==> config.mk <==
export PLATFORM = sky130hd
export DESIGN_NAME = axis_deadzone_trigger_remap_unit
export DESIGN_NICKNAME = d
export VERILOG_FILES = /design/src/design/adtr_pkg.sv /design/src/design/adtr_div.sv /design/src/design/axis_deadzone_trigger_remap_unit.sv
export SDC_FILE = /design/constraint.sdc
export NUM_CORES = 2
export LEC_CHECK = 0
export ABC_AREA = 1
export BUFFER_PORTS_ARGS = -buffer_cell sky130_fd_sc_hd__buf_2
export CORE_ASPECT_RATIO = 1.4
export CORE_UTILIZATION = 40
export CTS_CLUSTER_SIZE = 40
export DETAILED_ROUTE_END_ITERATION = 6
export GPL_ROUTABILITY_DRIVEN = 0
export PLACE_DENSITY = 0.64
export SLEW_MARGIN = 20
export SYNTH_ARGS = -nofsm -noshare
export SYNTH_HDL_FRONTEND = slang
export SYNTH_HIERARCHICAL = 1
export SYNTH_SLANG_ARGS = --single-unit
==> constraint.sdc <==
create_clock -name clk_i -period 11.9 [get_ports clk_i]
set_input_delay 2.975 -clock clk_i [delete_from_list [all_inputs] [get_ports clk_i]]
set_output_delay 2.975 -clock clk_i [all_outputs]
set_load 0.1 [all_outputs]
==> src/design/adtr_pkg.sv <==
`timescale 1ns / 1ps
// Shared types and constants for the axis deadzone / trigger remap unit.
// No dependencies; used by adtr_div and the top level.

package adtr_pkg;

  // Fixed-point scale: one unit is 2^FRAC_BITS.
  localparam int FRAC_BITS    = 15;
  localparam int VAL_W        = 18;
  localparam int SPAN_W       = 16;
  localparam int ADDR_W       = 5;
  localparam int DATA_W       = 32;
  localparam int ONE_INT      = 1 << FRAC_BITS;
  localparam int MIN_SPAN_INT = (ONE_INT + 999) / 1000;

  localparam logic signed [VAL_W-1:0] ONE_Q    = VAL_W'(ONE_INT);
  localparam logic [SPAN_W-1:0]       MIN_SPAN = SPAN_W'(MIN_SPAN_INT);

  // Register word indexes on the APB port.
  typedef enum logic [2:0] {
    REG_IS_STICK   = 3'd0,
    REG_TRIG_MIN   = 3'd1,
    REG_TRIG_MAX   = 3'd2,
    REG_REST_OFS   = 3'd3,
    REG_DZ_RADIUS  = 3'd4
  } reg_idx_e;

  // How the result of a request is formed.
  typedef enum logic [1:0] {
    KIND_FIXED,
    KIND_DIV,
    KIND_STICK
  } kind_e;

  // One request travelling through the divider stages.
  typedef struct packed {
    logic                    is_div;
    logic signed [VAL_W-1:0] value;
    logic [SPAN_W-1:0]       rem;
    logic [SPAN_W-1:0]       span;
    logic [FRAC_BITS-1:0]    quo;
  } div_item_t;

endpackage

==> src/design/adtr_div.sv <==
`timescale 1ns / 1ps
// Pipelined restoring divider: one quotient bit per stage, plus an output stage.
// Depends on adtr_pkg for the request struct and widths.

module adtr_div (
  input  logic                                    clk_i,
  input  logic                                    rst_ni,
  input  logic                                    in_valid_i,
  input  adtr_pkg::div_item_t                     in_item_i,
  output logic                                    out_valid_o,
  output logic signed [adtr_pkg::VAL_W-1:0]       out_value_o
);

  localparam int NSTAGE = adtr_pkg::FRAC_BITS;

  adtr_pkg::div_item_t             stage_d [NSTAGE];
  adtr_pkg::div_item_t             stage_q [NSTAGE];
  logic [NSTAGE-1:0]               valid_d;
  logic [NSTAGE-1:0]               valid_q;
  logic                            out_valid_q;
  logic signed [adtr_pkg::VAL_W-1:0] out_value_d;
  logic signed [adtr_pkg::VAL_W-1:0] out_value_q;

  // Each stage: double the remainder, subtract the span when it fits.
  always_comb begin
    adtr_pkg::div_item_t      src;
    logic [adtr_pkg::SPAN_W:0] two_rem;
    logic [adtr_pkg::SPAN_W:0] diff;
    logic                      ge;
    for (int i = 0; i < NSTAGE; i++) begin
      src        = (i == 0) ? in_item_i : stage_q[(i == 0) ? 0 : i - 1];
      valid_d[i] = (i == 0) ? in_valid_i : valid_q[(i == 0) ? 0 : i - 1];
      two_rem    = {src.rem, 1'b0};
      diff       = two_rem - {1'b0, src.span};
      ge         = (two_rem >= {1'b0, src.span});
      stage_d[i]      = src;
      stage_d[i].rem  = ge ? diff[adtr_pkg::SPAN_W-1:0] : two_rem[adtr_pkg::SPAN_W-1:0];
      stage_d[i].quo  = {src.quo[adtr_pkg::FRAC_BITS-2:0], ge};
    end
  end

  always_ff @(posedge clk_i or negedge rst_ni) begin
    if (!rst_ni) begin
      valid_q <= '0;
    end else begin
      valid_q <= valid_d;
    end
  end

  always_ff @(posedge clk_i) begin
    for (int i = 0; i < NSTAGE; i++) begin
      stage_q[i] <= stage_d[i];
    end
  end

  // Pick the quotient or the value fixed upstream.
  always_comb begin
    if (stage_q[NSTAGE-1].is_div) begin
      out_value_d = $signed({{(adtr_pkg::VAL_W - adtr_pkg::FRAC_BITS){1'b0}},
                             stage_q[NSTAGE-1].quo});
    end else begin
      out_value_d = stage_q[NSTAGE-1].value;
    end
  end

  always_ff @(posedge clk_i or negedge rst_ni) begin
    if (!rst_ni) begin
      out_valid_q <= 1'b0;
    end else begin
      out_valid_q <= valid_q[NSTAGE-1];
    end
  end

  always_ff @(posedge clk_i) begin
    out_value_q <= out_value_d;
  end

  assign out_valid_o = out_valid_q;
  assign out_value_o = out_value_q;

endmodule

==> src/design/axis_deadzone_trigger_remap_unit.sv <==
`timescale 1ns / 1ps
// Axis deadzone and trigger range remap unit, top level.
// Throughput: one request per cycle.
// The depth is set by the divider, one quotient bit per stage (15 stages).
// busy is always low and the receiver cannot stall; done_o pulses for one cycle.
// Reset clears all valid bits and the configuration registers to zero.
// Depends on adtr_pkg and adtr_div.

module axis_deadzone_trigger_remap_unit (
  input  logic                                  clk_i,
  input  logic                                  rst_ni,
  // APB configuration port
  input  logic                                  psel,
  input  logic                                  penable,
  input  logic                                  pwrite,
  input  logic [adtr_pkg::ADDR_W-1:0]           paddr,
  input  logic [adtr_pkg::DATA_W-1:0]           pwdata,
  output logic [adtr_pkg::DATA_W-1:0]           prdata,
  output logic                                  pready,
  // Request side
  input  logic                                  start,
  output logic                                  busy,
  input  logic signed [16:0]                    raw_value_i,
  input  logic signed [16:0]                    partner_value_i,
  input  logic                                  has_partner_i,
  input  logic                                  partner_offset_valid_i,
  input  logic signed [16:0]                    partner_rest_offset_i,
  input  logic                                  is_trigger_i,
  input  logic                                  comp_allowed_i,
  // Result side
  output logic                                  done_o,
  output logic signed [17:0]                    corrected_value_o
);

  localparam int VW = adtr_pkg::VAL_W;
  localparam int SW = adtr_pkg::SPAN_W;

  // ---------------------------------------------------------------------
  // Configuration registers
  // ---------------------------------------------------------------------
  logic              is_stick_q;
  logic [15:0]       trigger_min_q;
  logic [15:0]       trigger_max_q;
  logic signed [16:0] rest_offset_q;
  logic [15:0]       deadzone_radius_q;

  logic              cfg_wr;
  adtr_pkg::reg_idx_e cfg_idx;

  assign pready  = 1'b1;
  assign cfg_wr  = psel && penable && pwrite;
  assign cfg_idx = adtr_pkg::reg_idx_e'(paddr[4:2]);

  always_ff @(posedge clk_i or negedge rst_ni) begin
    if (!rst_ni) begin
      is_stick_q        <= 1'b0;
      trigger_min_q     <= '0;
      trigger_max_q     <= '0;
      rest_offset_q     <= '0;
      deadzone_radius_q <= '0;
    end else if (cfg_wr) begin
      unique case (cfg_idx)
        adtr_pkg::REG_IS_STICK:  is_stick_q        <= pwdata[0];
        adtr_pkg::REG_TRIG_MIN:  trigger_min_q     <= pwdata[15:0];
        adtr_pkg::REG_TRIG_MAX:  trigger_max_q     <= pwdata[15:0];
        adtr_pkg::REG_REST_OFS:  rest_offset_q     <= $signed(pwdata[16:0]);
        adtr_pkg::REG_DZ_RADIUS: deadzone_radius_q <= pwdata[15:0];
        default: ; // drop writes beyond the register list
      endcase
    end
  end

  always_comb begin
    unique case (cfg_idx)
      adtr_pkg::REG_IS_STICK:  prdata = {31'b0, is_stick_q};
      adtr_pkg::REG_TRIG_MIN:  prdata = {16'b0, trigger_min_q};
      adtr_pkg::REG_TRIG_MAX:  prdata = {16'b0, trigger_max_q};
      adtr_pkg::REG_REST_OFS:  prdata = {{15{rest_offset_q[16]}}, rest_offset_q};
      adtr_pkg::REG_DZ_RADIUS: prdata = {16'b0, deadzone_radius_q};
      default:                 prdata = '0;
    endcase
  end

  // Every cycle may take a request; the pipeline never stalls.
  assign busy = 1'b0;

  // ---------------------------------------------------------------------
  // Stage A: offsets, trigger numerator and span, classify the request
  // ---------------------------------------------------------------------
  logic signed [VW-1:0] raw_x;
  logic signed [VW-1:0] v_d;
  logic signed [VW-1:0] pv_x;
  logic signed [VW-1:0] p_d;
  logic signed [VW-1:0] num_d;
  logic [16:0]          top;
  logic signed [VW-1:0] span_raw;
  logic [SW-1:0]        span_d;
  logic                 range_on;
  logic signed [VW-1:0] trig_clamp;
  adtr_pkg::kind_e      kind_a_d;
  logic signed [VW-1:0] fixed_a_d;

  assign raw_x    = {raw_value_i[16], raw_value_i};
  assign v_d      = raw_x - {rest_offset_q[16], rest_offset_q};
  assign pv_x     = {partner_value_i[16], partner_value_i};
  assign p_d      = partner_offset_valid_i
                  ? pv_x - {partner_rest_offset_i[16], partner_rest_offset_i}
                  : pv_x;
  assign num_d    = raw_x - $signed({2'b00, trigger_min_q});
  assign top      = (trigger_max_q != '0) ? {1'b0, trigger_max_q}
                                          : adtr_pkg::ONE_Q[16:0];
  assign span_raw = $signed({1'b0, top}) - $signed({2'b00, trigger_min_q});
  // Floor the span so a collapsed learned range cannot blow up the gain.
  assign span_d   = (span_raw < $signed({2'b00, adtr_pkg::MIN_SPAN}))
                  ? adtr_pkg::MIN_SPAN : span_raw[SW-1:0];
  assign range_on = (trigger_min_q != '0) || (trigger_max_q != '0);

  always_comb begin
    if (raw_x < 0) begin
      trig_clamp = '0;
    end else if (raw_x > adtr_pkg::ONE_Q) begin
      trig_clamp = adtr_pkg::ONE_Q;
    end else begin
      trig_clamp = raw_x;
    end
  end

  always_comb begin
    if (!comp_allowed_i) begin
      kind_a_d  = adtr_pkg::KIND_FIXED;
      fixed_a_d = raw_x;
    end else if (is_trigger_i) begin
      kind_a_d  = range_on ? adtr_pkg::KIND_DIV : adtr_pkg::KIND_FIXED;
      fixed_a_d = trig_clamp;
    end else if (is_stick_q) begin
      kind_a_d  = adtr_pkg::KIND_STICK;
      fixed_a_d = v_d;
    end else begin
      kind_a_d  = adtr_pkg::KIND_FIXED;
      fixed_a_d = v_d;
    end
  end

  logic                 valid_a_q;
  adtr_pkg::kind_e      kind_a_q;
  logic signed [VW-1:0] fixed_a_q;
  logic signed [VW-1:0] v_a_q;
  logic signed [VW-1:0] p_a_q;
  logic signed [VW-1:0] num_a_q;
  logic [SW-1:0]        span_a_q;
  logic                 has_partner_a_q;

  always_ff @(posedge clk_i or negedge rst_ni) begin
    if (!rst_ni) begin
      valid_a_q <= 1'b0;
    end else begin
      valid_a_q <= start && !busy;
    end
  end

  always_ff @(posedge clk_i) begin
    kind_a_q        <= kind_a_d;
    fixed_a_q       <= fixed_a_d;
    v_a_q           <= v_d;
    p_a_q           <= p_d;
    num_a_q         <= num_d;
    span_a_q        <= span_d;
    has_partner_a_q <= has_partner_i;
  end

  // ---------------------------------------------------------------------
  // Stage B: squares for the radial test, trigger end points, stick clamp
  // ---------------------------------------------------------------------
  logic signed [2*VW-1:0] vsq_full;
  logic signed [2*VW-1:0] psq_full;
  logic [31:0]            rsq_d;
  logic signed [VW-1:0]   v_abs;
  logic                   small_d;
  logic signed [VW-1:0]   clampv_d;
  adtr_pkg::kind_e        kind_b_d;
  logic signed [VW-1:0]   fixed_b_d;

  assign vsq_full = (2*VW)'(v_a_q) * (2*VW)'(v_a_q);
  assign psq_full = (2*VW)'(p_a_q) * (2*VW)'(p_a_q);
  assign rsq_d    = 32'(deadzone_radius_q) * 32'(deadzone_radius_q);
  assign v_abs    = (v_a_q < 0) ? -v_a_q : v_a_q;
  assign small_d  = (v_abs < $signed({2'b00, deadzone_radius_q}));

  always_comb begin
    if (v_a_q > adtr_pkg::ONE_Q) begin
      clampv_d = adtr_pkg::ONE_Q;
    end else if (v_a_q < -adtr_pkg::ONE_Q) begin
      clampv_d = -adtr_pkg::ONE_Q;
    end else begin
      clampv_d = v_a_q;
    end
  end

  // Settle the trigger end points here; only the open interval divides.
  always_comb begin
    kind_b_d  = kind_a_q;
    fixed_b_d = fixed_a_q;
    if (kind_a_q == adtr_pkg::KIND_DIV) begin
      if (num_a_q <= 0) begin
        kind_b_d  = adtr_pkg::KIND_FIXED;
        fixed_b_d = '0;
      end else if (num_a_q >= $signed({2'b00, span_a_q})) begin
        kind_b_d  = adtr_pkg::KIND_FIXED;
        fixed_b_d = adtr_pkg::ONE_Q;
      end
    end
  end

  logic                 valid_b_q;
  adtr_pkg::kind_e      kind_b_q;
  logic signed [VW-1:0] fixed_b_q;
  logic [SW-1:0]        num_b_q;
  logic [SW-1:0]        span_b_q;
  logic [34:0]          vsq_b_q;
  logic [34:0]          psq_b_q;
  logic [31:0]          rsq_b_q;
  logic                 small_b_q;
  logic                 has_partner_b_q;
  logic signed [VW-1:0] clampv_b_q;

  always_ff @(posedge clk_i or negedge rst_ni) begin
    if (!rst_ni) begin
      valid_b_q <= 1'b0;
    end else begin
      valid_b_q <= valid_a_q;
    end
  end

  always_ff @(posedge clk_i) begin
    kind_b_q        <= kind_b_d;
    fixed_b_q       <= fixed_b_d;
    num_b_q         <= num_a_q[SW-1:0];
    span_b_q        <= span_a_q;
    vsq_b_q         <= vsq_full[34:0];
    psq_b_q         <= psq_full[34:0];
    rsq_b_q         <= rsq_d;
    small_b_q       <= small_d;
    has_partner_b_q <= has_partner_a_q;
    clampv_b_q      <= clampv_d;
  end

  // ---------------------------------------------------------------------
  // Stage C: radial deadzone decision, hand the request to the divider
  // ---------------------------------------------------------------------
  logic [35:0]          dist_sq;
  logic                 inside_dz;
  logic                 zero_out;
  adtr_pkg::div_item_t  div_in;

  assign dist_sq   = {1'b0, vsq_b_q} + {1'b0, psq_b_q};
  assign inside_dz = has_partner_b_q ? (dist_sq < {4'b0, rsq_b_q}) : small_b_q;
  assign zero_out  = (deadzone_radius_q != '0) && inside_dz;

  always_comb begin
    div_in.is_div = (kind_b_q == adtr_pkg::KIND_DIV);
    div_in.rem    = num_b_q;
    div_in.span   = span_b_q;
    div_in.quo    = '0;
    if (kind_b_q == adtr_pkg::KIND_STICK) begin
      div_in.value = zero_out ? '0 : clampv_b_q;
    end else begin
      div_in.value = fixed_b_q;
    end
  end

  logic                 valid_c_q;
  adtr_pkg::div_item_t  div_c_q;

  always_ff @(posedge clk_i or negedge rst_ni) begin
    if (!rst_ni) begin
      valid_c_q <= 1'b0;
    end else begin
      valid_c_q <= valid_b_q;
    end
  end

  always_ff @(posedge clk_i) begin
    div_c_q <= div_in;
  end

  // ---------------------------------------------------------------------
  // Divider stages and output register
  // ---------------------------------------------------------------------
  adtr_div u_div (
    .clk_i       (clk_i),
    .rst_ni      (rst_ni),
    .in_valid_i  (valid_c_q),
    .in_item_i   (div_c_q),
    .out_valid_o (done_o),
    .out_value_o (corrected_value_o)
  );

endmodule

==> summary.md <==
| Metric | Value |
|---|---|
| Outcome | finished, final reports clean |
| Clk slew on worst S/H paths | 0.06 ns |
| Slew @ Worst Pin | 1.20 ns |
| Row count | 198 |
| Wirelength per Cell | 15.2 µm |
| Die area | 211000 µm² |
| Synth Warn # | 6 |
| Die H | 543 µm |
| Setup TNS | 0 ns |
| Share of the synthesized area in the top cell type | 0.284 |
| Type of origin of the critical path | primary input |
| CP endpoint kind | primary output |
| Area delta synth->final | 9.40% |
| Pins Over Slew Limit | 0 |
| Setup WS post-layout | 4.00 ns |
| CP Max Fanout | 16 |
| IO buf count | 131 |
| Area contributors post-synth | dfxtp_1 (28%), fa_1 (18%), nand2_1 (12%), ha_1 (11%), inv_1 (10%) |
| Met3 usage | 0.0254 |
| Async SR Flop Fraction | 0.0670 |
| Critical path data required time | 8.93 ns |
| Clock skew | 0.0676 ns |
| Slowest CP cell | nor2_1 |
| Routed via count | 63100 |
| Hold crit path type | reg2reg |
| Synthesis-stage register bit count | 1269 |
| Num CTS Buffers | 132 |
| CP Class | in2out |
| Core area | 208000 µm² |
| Met2 Resource Use GR | 0.355 |
| Post_cts resized | 0 |
| H-Tree Depth | 4 |
| Net count after synthesis | 11800 |
| Main synth FF type | dfxtp_1 |
| Largest net degree at the start of global routing | 86 |
| Setup violators final | 0 |
| Die width | 388 µm |
| GRT overflow | 0 |
| CTS sink count | 1269 |
| Vias per cell | 4.81 |
| Iteration-0 DRC Markers | 3053 |
| Initial Utilization | 0.402 |
| Routed WL | 199000 µm |
| Max_cap viols | 0 |
| Clock Path Buffers | 3 |
| Fin crit share | 0.664 |
| Syn Inst Count | 10200 |
| RSZ-0062 raised after global routing | no |
| CP cell instances | buf_2, inv_1, nor3_1, inv_1, nor2_1, buf_2 |
| Post-Syn Area per Cell | 8.16 µm² |
| Number of global-route vias before repair | 66200 |
| Number of remaining DRC errors | 0 |
| First-pass GRT wire length | 326000 µm |
| Met1 GRT Util | 0.203 |
| Crit path arrival time | 4.92 ns |
| Final hold vios | 0 |
| Mapped Area | 83600 µm² |
| Fmax | 127 MHz |
| ANT nets after route | 0 |
| Slew margin rel. | 0.196 |
| # Post-CTS Setup Buffers | 0 |
| TritonCTS clock tree | done |
| Detailed-router iteration count before antenna repair | 7 |
| Layout cells sized above 1 | 0.0606 |
| Post-synth EDFFs | 0 |
| IO Pins | 151 |
| Dpl ws | 4.01 ns |
| CP peak stage delay | 0.57 ns |
| Register area share after synthesis | 0.309 |
| Min Clock Period, post-route | 7.90 ns |
| Distinct cells, synth | 69 |
| Worst-skew pair later-pin latency | 0.76 ns |
| Gr usage total | 0.191 |
| Initial antenna violation count | 11 |
| NumNets Final | 11900 |
| Detailed placement HPWL | 163000 µm |
| Root buf cell | clkbuf_16 |
| CTS Hold Bufs | 0 |
| Synth area leader | dfxtp_1 |
| Most Used Layer, Global Route | met2 |
cell usage after synthesis, types with 6 or more instances:
library cell	number
a31oi_1	22
dfxtp_1	1184
ha_1	711
buf_4	22
nand3_2	28
o21ai_1	13
a21o_1	25
buf_1	26
o21a_1	7
nand3_1	378
inv_4	10
a21oi_2	10
buf_2	21
and2_1	51
nor2_1	426
xor2_1	206
inv_2	6
nand2_4	18
a21boi_0	9
buf_6	25
nand2_1	2585
o21bai_1	16
nor2_2	55
or2_1	10
a21oi_1	367
o22ai_1	20
fa_1	757
nand4_1	96
nor4_1	30
mux2_2	15
nor3_1	49
nor3_2	9
o211ai_1	14
inv_1	2308
or2_2	15
nand2_2	60
nand3b_1	50
dfrtp_1	85
a221o_1	15
clkbuf_1	125
xnor2_1	113
o21ai_0	195
kinds of logic (layout without fill, tap and decap cells):
group / Yosys count / count (layout) / synth area share
AO/OA/AOI/OAI: 750 / 750 / 0.0509
XOR/XNOR: 319 / 319 / 0.0334
adder cells (fa/ha/maj): 1468 / 1468 / 0.288
buffers and inverters: 2546 / 2726 / 0.118
flip-flops: 1269 / 1269 / 0.309
multiplexers: 15 / 15 / 0.00202
other: 2 / 6 / 0.0000898
AND/OR/NAND/NOR: 3878 / 3878 / 0.199
placed cells by master, fill, tap and decap left out, types with 13 or more instances in the layout:
master     netlist  layout
nand2_1       2585    2584
inv_1         2308    2308
dfxtp_1       1184    1184
fa_1           757     757
ha_1           711     711
nor2_1         426     426
nand3_1        378     378
a21oi_1        367     367
xor2_1         206     206
o21ai_0        195     195
clkbuf_16        0     135
buf_2           21     130
xnor2_1        113     113
nand4_1         96      96
dfrtp_1         85      85
nand2_2         60      61
nor2_2          55      55
and2_1          51      51
nand3b_1        50      50
nor3_1          49      49
buf_4           22      31
nor4_1          30      30
clkbuf_8         0      29
nand3_2         28      28
a21o_1          25      25
a31oi_1         22      22
o22ai_1         20      20
nand2_4         18      18
clkinv_2         0      18
clkbuf_1       125      18
o21bai_1        16      16
or2_2           15      15
a221o_1         15      15
mux2_2          15      15
o211ai_1        14      14
o21ai_1         13      13
flip-flops by register name, summed over array words and instances (netlist names), 31 cells and up:
| name | cells |
|---|---|
| div_c_q | 51 |
| psq_b_q | 34 |
| rsq_b_q | 31 |
| u_div/stage_q | 853 |
| vsq_b_q | 34 |
worst max-delay path: cells and delay by family:
kind / cells / cell delay, ns
buf+inv: 4 / 1.03
simple gates: 2 / 0.90
per-layer routing:
metal	vias to the layer above	part of all wire
li1	31000	-
met1	29800	0.38
met2	1642	0.51
met3	625	0.042
met4	10	0.066
met5	-	0.00039
stage by stage:
| stage | utilization | instance area (µm²) | instances | hold slack [ns] |
|---|---|---|---|---|
| 2_1_floorplan | - | 83600 | 10200 | 0.310 |
| 3_3_place_gp | 0.417 | 86700 | 12900 | 0.310 |
| 3_5_place_dp | 0.417 | 86700 | 12900 | 0.312 |
| 4_1_cts | 0.440 | 91400 | 13100 | 0.252 |
| 5_1_grt | 0.440 | 91400 | 13100 | 0.254 |
| 6_report | 0.440 | 91400 | 13100 | 0.257 |
final timing paths:
check	depth (start not counted)	slack (ns)	endpoint	start
worst max register to register	24	4.86	vsq_b_q[34]$_DFF_P_	v_a_q[0]$_DFF_P_
min in group asynchronous	1	2.24	trigger_min_q[14]$_DFFE_PN0P_	rst_ni
max in group asynchronous	1	9.13	deadzone_radius_q[12]$_DFFE_PN0P_	rst_ni
worst min-delay path	0	0.26	u_div/stage_q[1][254]$_DFF_P_	u_div/stage_q[1][188]$_DFF_P_
worst min register to register	0	0.26	u_div/stage_q[1][254]$_DFF_P_	u_div/stage_q[1][188]$_DFF_P_
worst max-delay path	6	4.00	prdata[28]	paddr[3]
area by class of cell:
| class | instances | area (µm²) |
|---|---|---|
| Antenna cell | 4 | 10.0 |
| Fill cell | 20100 | 116000 |
| Timing Repair Buffer | 162 | 895 |
| Tap cell | 2700 | 3380 |
| Sequential cell | 1269 | 25800 |
| Clock inverter | 56 | 865 |
| Clock buffer | 182 | 3840 |
| Inverter | 2326 | 8760 |
| Multi-Input combinational cell | 6432 | 47900 |
Power is left out: the tool's default activity adds up to more than one toggle a clock period on the data nets, which glitch-free logic cannot reach.
